--- src/rtl/core/hsl_pkg.sv ---
// Package for the HSL to RGB converter: widths, constants, stage types and helpers.
package hsl_pkg;

	localparam int FRACTION_BITS = 10;
	localparam int REG_W         = 11;
	localparam int HUE_W         = 9;
	localparam int CH_W          = 8;
	localparam int CFG_IDX_W     = 2;

	// Clamped saturation / lightness: 0 .. 1 << FRACTION_BITS
	localparam int FX_W   = FRACTION_BITS + 1;
	localparam int CMP_W  = (REG_W > FX_W) ? REG_W : FX_W;
	// Lightness times 120
	localparam int BASE_W = FX_W + 7;
	// a * s, at most 1 << (2 * FRACTION_BITS)
	localparam int P_W    = 2 * FRACTION_BITS + 1;
	// Signed channel weight in -60 .. 60
	localparam int COEF_W = 7;
	localparam int PROD_W = P_W + 1 + COEF_W;
	localparam int SUM_W  = 2 * FRACTION_BITS + 12;
	// 255 / (120 * F * F) = 17 / 2^(2 * FRACTION_BITS + 3)
	localparam int SHIFT  = 2 * FRACTION_BITS + 3;
	localparam int NUM_CH = 3;

	localparam logic [CMP_W-1:0] ONE_FX = CMP_W'(1) << FRACTION_BITS;

	localparam logic [CFG_IDX_W-1:0] REG_SATURATION = CFG_IDX_W'(0);
	localparam logic [CFG_IDX_W-1:0] REG_LIGHTNESS  = CFG_IDX_W'(1);

	localparam logic [REG_W-1:0] SATURATION_RESET = REG_W'(1014);
	localparam logic [REG_W-1:0] LIGHTNESS_RESET  = REG_W'(512);

	localparam logic [HUE_W-1:0] HUE_MAX = HUE_W'(359);

	localparam int CH_RED   = 0;
	localparam int CH_GREEN = 1;
	localparam int CH_BLUE  = 2;

	typedef struct packed {
		logic s1;
		logic s2;
		logic s3;
		logic s4;
	} stage_en_t;

	typedef struct packed {
		logic [NUM_CH-1:0][COEF_W-1:0] coef;
		logic [FX_W-1:0]               a;
		logic [FX_W-1:0]               s;
		logic [BASE_W-1:0]             base;
	} s1_t;

	typedef struct packed {
		logic [NUM_CH-1:0][COEF_W-1:0] coef;
		logic [P_W-1:0]                p;
		logic [BASE_W-1:0]             base;
	} s2_t;

	typedef struct packed {
		logic [NUM_CH-1:0][PROD_W-1:0] prod;
		logic [BASE_W-1:0]             base;
	} s3_t;

	function automatic logic [FX_W-1:0] clamp_one(input logic [REG_W-1:0] v);
		logic [CMP_W-1:0] w;
		w = CMP_W'(v);
		if (w > ONE_FX) begin
			return FX_W'(ONE_FX);
		end
		return FX_W'(w);
	endfunction

endpackage

--- src/rtl/core/hsl_if.sv ---
// Stream interfaces for the hue input and the RGB result channel.
interface hsl_hue_if;
	logic                      valid;
	logic                      ready;
	logic [hsl_pkg::HUE_W-1:0] hue_degrees;

	modport source(output valid, output hue_degrees, input ready);
	modport sink(input valid, input hue_degrees, output ready);
endinterface

interface hsl_rgb_if;
	logic                     valid;
	logic                     ready;
	logic [hsl_pkg::CH_W-1:0] red;
	logic [hsl_pkg::CH_W-1:0] green;
	logic [hsl_pkg::CH_W-1:0] blue;

	modport source(output valid, output red, output green, output blue, input ready);
	modport sink(input valid, input red, input green, input blue, output ready);
endinterface

--- src/rtl/core/hsl_sector.sv ---
// Stage 1: hue clamp, sector decode, channel weights and lightness terms.
module hsl_sector (
	input  logic                        clk,
	input  logic                        en,
	input  logic [hsl_pkg::HUE_W-1:0]   hue,
	input  logic [hsl_pkg::REG_W-1:0]   saturation,
	input  logic [hsl_pkg::REG_W-1:0]   lightness,
	output hsl_pkg::s1_t                s1
);

	logic [hsl_pkg::HUE_W-1:0]  h;
	logic [hsl_pkg::HUE_W-1:0]  t;
	logic [5:0]                 tri_w;
	logic [hsl_pkg::COEF_W-1:0] coef_c;
	logic [hsl_pkg::COEF_W-1:0] coef_x;
	logic [hsl_pkg::COEF_W-1:0] coef_z;
	logic [hsl_pkg::FX_W-1:0]   l;
	logic [hsl_pkg::FX_W:0]     twol;
	logic [hsl_pkg::FX_W:0]     one_w;
	logic [hsl_pkg::FX_W:0]     l_dev;
	hsl_pkg::s1_t               nxt;

	always_comb begin
		h = (hue > hsl_pkg::HUE_MAX) ? hsl_pkg::HUE_MAX : hue;
		// fold h mod 120 into a triangle 0..60
		if (h >= hsl_pkg::HUE_W'(240)) begin
			t = h - hsl_pkg::HUE_W'(240);
		end else if (h >= hsl_pkg::HUE_W'(120)) begin
			t = h - hsl_pkg::HUE_W'(120);
		end else begin
			t = h;
		end
		tri_w = (t >= hsl_pkg::HUE_W'(60)) ? 6'(hsl_pkg::HUE_W'(120) - t) : 6'(t);

		// weight 2k - 60: chroma k = 60, secondary k = tri, zero k = 0
		coef_c = hsl_pkg::COEF_W'(60);
		coef_x = hsl_pkg::COEF_W'({tri_w, 1'b0}) - hsl_pkg::COEF_W'(60);
		coef_z = -hsl_pkg::COEF_W'(60);

		if (h < hsl_pkg::HUE_W'(60)) begin
			nxt.coef = {coef_z, coef_x, coef_c};
		end else if (h < hsl_pkg::HUE_W'(120)) begin
			nxt.coef = {coef_z, coef_c, coef_x};
		end else if (h < hsl_pkg::HUE_W'(180)) begin
			nxt.coef = {coef_x, coef_c, coef_z};
		end else if (h < hsl_pkg::HUE_W'(240)) begin
			nxt.coef = {coef_c, coef_x, coef_z};
		end else if (h < hsl_pkg::HUE_W'(300)) begin
			nxt.coef = {coef_c, coef_z, coef_x};
		end else begin
			nxt.coef = {coef_x, coef_z, coef_c};
		end

		// a = 1 - |2L - 1|
		l     = hsl_pkg::clamp_one(lightness);
		twol  = {l, 1'b0};
		one_w = (hsl_pkg::FX_W + 1)'(hsl_pkg::ONE_FX);
		l_dev = (twol >= one_w) ? (twol - one_w) : (one_w - twol);
		nxt.a = hsl_pkg::FX_W'(one_w - l_dev);
		nxt.s = hsl_pkg::clamp_one(saturation);
		nxt.base = hsl_pkg::BASE_W'(l) * hsl_pkg::BASE_W'(120);
	end

	always_ff @(posedge clk) begin
		if (en) begin
			s1 <= nxt;
		end
	end

endmodule

--- src/rtl/core/hsl_mult.sv ---
// Stages 2 and 3: chroma product a*s, then the signed per-channel weighting.
module hsl_mult (
	input  logic               clk,
	input  hsl_pkg::stage_en_t en,
	input  hsl_pkg::s1_t       s1,
	output hsl_pkg::s3_t       s3
);

	hsl_pkg::s2_t s2;
	hsl_pkg::s3_t nxt3;

	always_ff @(posedge clk) begin
		if (en.s2) begin
			s2.coef <= s1.coef;
			s2.base <= s1.base;
			s2.p    <= hsl_pkg::P_W'(s1.a) * hsl_pkg::P_W'(s1.s);
		end
	end

	always_comb begin
		nxt3.base = s2.base;
		for (int i = 0; i < hsl_pkg::NUM_CH; i++) begin
			nxt3.prod[i] = hsl_pkg::PROD_W'($signed({1'b0, s2.p}))
			             * hsl_pkg::PROD_W'($signed(s2.coef[i]));
		end
	end

	always_ff @(posedge clk) begin
		if (en.s3) begin
			s3 <= nxt3;
		end
	end

endmodule

--- src/rtl/core/hsl_mix.sv ---
// Stage 4: add the lightness term, scale by 255 and truncate to 8-bit channels.
module hsl_mix (
	input  logic                     clk,
	input  logic                     en,
	input  hsl_pkg::s3_t             s3,
	output logic [hsl_pkg::CH_W-1:0] red_s4,
	output logic [hsl_pkg::CH_W-1:0] green_s4,
	output logic [hsl_pkg::CH_W-1:0] blue_s4
);

	logic signed [hsl_pkg::SUM_W-1:0] sum    [hsl_pkg::NUM_CH];
	logic signed [hsl_pkg::SUM_W-1:0] scaled [hsl_pkg::NUM_CH];
	logic        [hsl_pkg::CH_W-1:0]  ch     [hsl_pkg::NUM_CH];

	always_comb begin
		for (int i = 0; i < hsl_pkg::NUM_CH; i++) begin
			sum[i] = hsl_pkg::SUM_W'($signed({1'b0, s3.base, {hsl_pkg::FRACTION_BITS{1'b0}}}))
			       + hsl_pkg::SUM_W'($signed(s3.prod[i]));
			// times 17, then divide by 2^SHIFT
			scaled[i] = (sum[i] <<< 4) + sum[i];
			ch[i]     = scaled[i][hsl_pkg::SHIFT +: hsl_pkg::CH_W];
		end
	end

	always_ff @(posedge clk) begin
		if (en) begin
			red_s4   <= ch[hsl_pkg::CH_RED];
			green_s4 <= ch[hsl_pkg::CH_GREEN];
			blue_s4  <= ch[hsl_pkg::CH_BLUE];
		end
	end

endmodule

--- src/rtl/core/hsl_to_rgb_converter_top.sv ---
// Top level of the HSL to RGB converter: config registers, pipeline control, datapath.
// Each hue's RGB result passes the s1, s2, s3 and s4 registers before it is valid.
// Throughput: one hue per cycle unless the output stalls; the four register stages
// (decode, a*s multiply, weight multiply, sum and scale) each advance when free.
// Reset: arst_n clears all stage valid bits and loads saturation 1014, lightness 512.
module hsl_to_rgb_converter_top (
	input  logic                          clk,
	input  logic                          arst_n,
	input  logic                          cfg_we,
	input  logic [hsl_pkg::CFG_IDX_W-1:0] cfg_index,
	input  logic [hsl_pkg::REG_W-1:0]     cfg_data,
	hsl_hue_if.sink                       hue_in,
	hsl_rgb_if.source                     rgb_out
);

	logic [hsl_pkg::REG_W-1:0] saturation_q;
	logic [hsl_pkg::REG_W-1:0] lightness_q;

	// one valid bit per stage, traveling with the data
	logic valid_s1;
	logic valid_s2;
	logic valid_s3;
	logic valid_s4;

	hsl_pkg::stage_en_t en;
	hsl_pkg::s1_t       s1;
	hsl_pkg::s3_t       s3;

	// Configuration: writes to unknown indexes drop silently.
	always_ff @(posedge clk or negedge arst_n) begin
		if (!arst_n) begin
			saturation_q <= hsl_pkg::SATURATION_RESET;
			lightness_q  <= hsl_pkg::LIGHTNESS_RESET;
		end else if (cfg_we) begin
			case (cfg_index)
				hsl_pkg::REG_SATURATION: saturation_q <= cfg_data;
				hsl_pkg::REG_LIGHTNESS:  lightness_q  <= cfg_data;
				default: ;
			endcase
		end
	end

	// A stage advances when it is empty or the stage after it advances, so
	// bubbles collapse and a stall at the output holds every full stage with no bubble after it.
	always_comb begin
		en.s4 = !valid_s4 || rgb_out.ready;
		en.s3 = !valid_s3 || en.s4;
		en.s2 = !valid_s2 || en.s3;
		en.s1 = !valid_s1 || en.s2;
	end

	assign hue_in.ready = en.s1;

	always_ff @(posedge clk or negedge arst_n) begin
		if (!arst_n) begin
			valid_s1 <= 1'b0;
			valid_s2 <= 1'b0;
			valid_s3 <= 1'b0;
			valid_s4 <= 1'b0;
		end else begin
			if (en.s1) begin
				valid_s1 <= hue_in.valid;
			end
			if (en.s2) begin
				valid_s2 <= valid_s1;
			end
			if (en.s3) begin
				valid_s3 <= valid_s2;
			end
			if (en.s4) begin
				valid_s4 <= valid_s3;
			end
		end
	end

	// Stage 1: hue decode and lightness-derived terms
	hsl_sector u_sector (
		.clk        (clk),
		.en         (en.s1),
		.hue        (hue_in.hue_degrees),
		.saturation (saturation_q),
		.lightness  (lightness_q),
		.s1         (s1)
	);

	// Stages 2 and 3: the two multiplies
	hsl_mult u_mult (
		.clk (clk),
		.en  (en),
		.s1  (s1),
		.s3  (s3)
	);

	// Stage 4: final sum and scale, held here until the output transfer
	hsl_mix u_mix (
		.clk      (clk),
		.en       (en.s4),
		.s3       (s3),
		.red_s4   (rgb_out.red),
		.green_s4 (rgb_out.green),
		.blue_s4  (rgb_out.blue)
	);

	assign rgb_out.valid = valid_s4;

endmodule
--- src/flat_wrapper.sv ---
// flat-port wrapper written by rule: the top's interface ports become plain ports
module hsl_to_rgb_converter_top_flat 
  (clk, arst_n, cfg_we, cfg_index, cfg_data, hue_in_valid, hue_in_hue_degrees, hue_in_ready, rgb_out_valid, rgb_out_red, rgb_out_green, rgb_out_blue, rgb_out_ready);
  hsl_hue_if hue_in_i ();
  hsl_rgb_if rgb_out_i ();
  input  logic clk;
  input  logic arst_n;
  input  logic cfg_we;
  input  logic [hsl_pkg::CFG_IDX_W-1:0] cfg_index;
  input  logic [hsl_pkg::REG_W-1:0] cfg_data;
  input wire logic [$bits(hue_in_i.valid)-1:0] hue_in_valid;
  input wire logic [$bits(hue_in_i.hue_degrees)-1:0] hue_in_hue_degrees;
  output wire logic [$bits(hue_in_i.ready)-1:0] hue_in_ready;
  output wire logic [$bits(rgb_out_i.valid)-1:0] rgb_out_valid;
  output wire logic [$bits(rgb_out_i.red)-1:0] rgb_out_red;
  output wire logic [$bits(rgb_out_i.green)-1:0] rgb_out_green;
  output wire logic [$bits(rgb_out_i.blue)-1:0] rgb_out_blue;
  input wire logic [$bits(rgb_out_i.ready)-1:0] rgb_out_ready;
  assign hue_in_i.valid = hue_in_valid;
  assign hue_in_i.hue_degrees = hue_in_hue_degrees;
  assign hue_in_ready = hue_in_i.ready;
  assign rgb_out_valid = rgb_out_i.valid;
  assign rgb_out_red = rgb_out_i.red;
  assign rgb_out_green = rgb_out_i.green;
  assign rgb_out_blue = rgb_out_i.blue;
  assign rgb_out_i.ready = rgb_out_ready;
  hsl_to_rgb_converter_top u_core (.clk(clk), .arst_n(arst_n), .cfg_we(cfg_we), .cfg_index(cfg_index), .cfg_data(cfg_data), .hue_in(hue_in_i), .rgb_out(rgb_out_i));
endmodule
--- config.mk ---
export PLATFORM = sky130hd
export DESIGN_NAME = hsl_to_rgb_converter_top_flat
export DESIGN_NICKNAME = d
export VERILOG_FILES = /design/src/rtl/core/hsl_pkg.sv /design/src/rtl/core/hsl_if.sv /design/src/rtl/core/hsl_sector.sv /design/src/rtl/core/hsl_mult.sv /design/src/rtl/core/hsl_mix.sv /design/src/rtl/core/hsl_to_rgb_converter_top.sv /design/src/flat_wrapper.sv
export SDC_FILE = /design/constraint.sdc
export NUM_CORES = 2
export LEC_CHECK = 0
export BUFFER_PORTS_ARGS = -buffer_cell sky130_fd_sc_hd__buf_2
export CAP_MARGIN = 20
export CORE_MARGIN = 5
export CORE_UTILIZATION = 45
export DETAILED_ROUTE_END_ITERATION = 7
export PLACE_DENSITY_LB_ADDON = 0.15
export SLEW_MARGIN = 5
export SYNTH_ARGS = -nofsm -noshare
export SYNTH_HDL_FRONTEND = slang
export SYNTH_SLANG_ARGS = --single-unit
--- constraint.sdc ---
create_clock -name clk -period 17.1 [get_ports clk]
set_clock_uncertainty 0.2 [all_clocks]
set_input_delay 3.42 -clock clk [delete_from_list [all_inputs] [get_ports clk]]
set_output_delay 3.42 -clock clk [all_outputs]
set_load 0.03 [all_outputs]
==> impl_metrics.ini <==
[job]
cap_violations = 0

[outcome]
outcome = finished clean

[global_route]
grt_use_met2 = 0.3112
overflow = 0
gr-usage-all-layers = 0.1894
grt_pass1_vias = 20479
grt_util_met1 = 0.2606
grt_pass1_wl_mm = 105.8
antenna_found_initial = 0
grt_use_met3 = 0.03382
grt_max_degree = 68
busiest_layer = met2

[detailed_routing]
via_count = 19739
drt_iter0_markers = 944
antenna_left = 0
drc = 0
wl_per_cell_um = 17.41
wl_mm = 64.23
drt_first_pass_iters = 5
routed_via_density = 5.351

[synthesis]
synthCells = 2823
yosys-top-cells-area = edfxtp_1 24%, fa_1 22%, ha_1 17%
synth.top_cell.area_share = 0.2375
postSynthAreaPerCell_um2 = 10.12
async_reset_ff_frac = 0.1032
synthFlopType = edfxtp_1
synth_cell_type_count = 73
netlist_area_um2 = 28580
ys_seq_elements = 252
synth.net_count = 3540
seq_area_frac_synth = 0.2606
synth_top_area_cell = edfxtp_1
yosysWarnings = 0
synth-edff-count = 226

[layout]
diodes = 0
area.growth.synth_to_final_pct = 7.255
layout.nets = 3537
fill_cells = 5833
final_layout_size_suffix_gt1_frac = 0.05980

[critical_path]
startpoint_type = input pin
cp.required_ns = 13.48
arrival_ns = 4.73
crit_fanout = 55
worstSetupPathType = in -> out
end_kind = primary output

[floorplanning]
die_h_um = 262.0
io_pins = 53
die_x_um = 262.0
row_count = 92
dieArea_um2 = 68650
core_area_um2 = 62970
initial_core_util = 0.4539

[sta]
final-setup-viol-count = 0
finalHoldViolations = 0
fin_crit_sh = 0.4884
slew_viol_final = 0
rsz0062_at_grt = false
fmax_mhz = 119.7
tightest_slew_ns = 1.014
period_needed_ns = 8.351
whs_ns = 0.2201
finalSetupTns_ns = 0
relSlewSlack = 0.3239

[clock_tree]
cts_tree = done
htree_num_levels = 1
cts_root_buf = clkbuf_16
cts_inserted_buffers = 30
clockBufferDepth = 3
cts_post_setup_buffers_inserted = 0
path_clk_slew_ns = 0.06
clock-sinks = 252
insertion_delay_ns = 0.60
post_cts_resized = 0
cts-hold-fix-buffers = 0

[worst_hold_path]
hold_class = reg -> reg

[placement]
io_buffers = 52
gp_congestion = 0.8444
dpl.hpwl_mm = 50.15
## worst max-delay path, stage by stage
cell and delay (ns):
buf_2 0.10, nor2b_1 0.37, nand4_1 0.15, buf_4 0.33, buf_2 0.29
## layer usage
metal,vias to the layer above,share of wire
li1,9486,-
met5,-,0
met1,9773,0.46
met3,99,0.050
met2,381,0.46
met4,0,0.030
## registers in the layout, indices dropped and copies added, names as in the netlist, 8 cells and up
name,flops
u_core.u_mix.red_s4,8
u_core.lightness_q,11
u_core.u_mix.blue_s4,8
u_core.saturation_q,11
u_core.u_mult.nxt3,15
u_core.u_mix.green_s4,8
u_core.u_mult.s2,38
u_core.u_mult.s3,96
u_core.u_sector.s1,53
## layout by cell type (no fill, tap or decap), types with 28 or more instances in the layout
master and n:
ha_1 377, nor2b_1 34, inv_1 325, clkbuf_16 30, o21ai_0 73, a211oi_1 28, fa_1 313, nand2b_1 79
a21o_1 36, nand3_1 38, buf_2 52, a21oi_1 121, nor2_1 111, and2_1 125, xnor2_1 115, edfxtp_1 226
xor2_1 50, nand2_1 359, nor3_1 40
## layout make-up
type | count | area [µm²] | area share
inverter | 325 | 1220 | 0.03980
clock inverter | 19 | 232.7 | 0.007592
sequential | 252 | 7448 | 0.2430
multi-input combinational | 2144 | 19540 | 0.6374
timing repair buffer | 67 | 372.9 | 0.01216
tap | 846 | 1059 | 0.03453
clock buffer | 36 | 783.3 | 0.02555
## through the flow
| stage | cells | setup WS [ns] | instance area, µm² | utilization |
|---|---|---|---|---|
| 6_report | 3689 | 8.749 | 30650 | 0.4868 |
| 5_1_grt | 3689 | 8.647 | 30650 | 0.4868 |
| 4_1_cts | 3689 | 8.729 | 30650 | 0.4868 |
| 3_5_place_dp | 3634 | 8.739 | 29640 | 0.4707 |
| 3_3_place_gp | 3634 | 8.778 | 29640 | 0.4707 |
| 2_1_floorplan | 2823 | 8.063 | 28580 | - |
## synthesized netlist by cell type (12+ instances only)
library cell,number
nand2_1,360
a31oi_1,15
a21o_1,36
o21ai_0,73
xor2_1,50
nor3_1,40
o211ai_1,13
clkbuf_1,98
nand4_1,12
a21oi_1,121
o21bai_1,20
and2_1,125
nor2b_1,34
edfxtp_1,226
nand3_1,39
o21a_1,26
xnor2_1,115
inv_1,325
ha_1,377
dfrtp_1,17
nor2_1,111
fa_1,313
mux2_2,22
nand2b_1,79
a211oi_1,28
## path summary, 6_finish.rpt
path,from,end,slack (ns),depth (start not counted)
max,rgb_out_ready,hue_in_ready,8.75,5
min,u_core.u_mult.nxt3[14]$_DFFE_PP_,u_core.u_mult.s3[14]$_DFFE_PP_,0.22,0
max reg2reg,u_core.u_mult.s2[44]$_DFFE_PP_,u_core.u_mult.s3[46]$_DFFE_PP_,10.75,18
min reg2reg,u_core.u_mult.nxt3[14]$_DFFE_PP_,u_core.u_mult.s3[14]$_DFFE_PP_,0.22,0
max in group asynchronous,arst_n,u_core.lightness_q[10]$_DFFE_PN0P_,13.69,1
min in group asynchronous,arst_n,u_core.saturation_q[0]$_DFFE_PN0P_,2.62,1
## cell families (layout without fill, tap and decap cells)
group,count (synthesis),in the layout,share of synthesized area
flip-flops,252,252,0.2606
multiplexers,26,26,0.01007
buffers and inverters,427,447,0.05621
AND/OR/NAND/NOR,850,850,0.1428
adder cells (fa/ha/maj),690,690,0.3843
XOR/XNOR,166,166,0.05136
AO/OA/AOI/OAI,412,412,0.09465
Power is not shown: default switching activity piles up to over one toggle a cycle in this logic, so the estimate is an artifact.
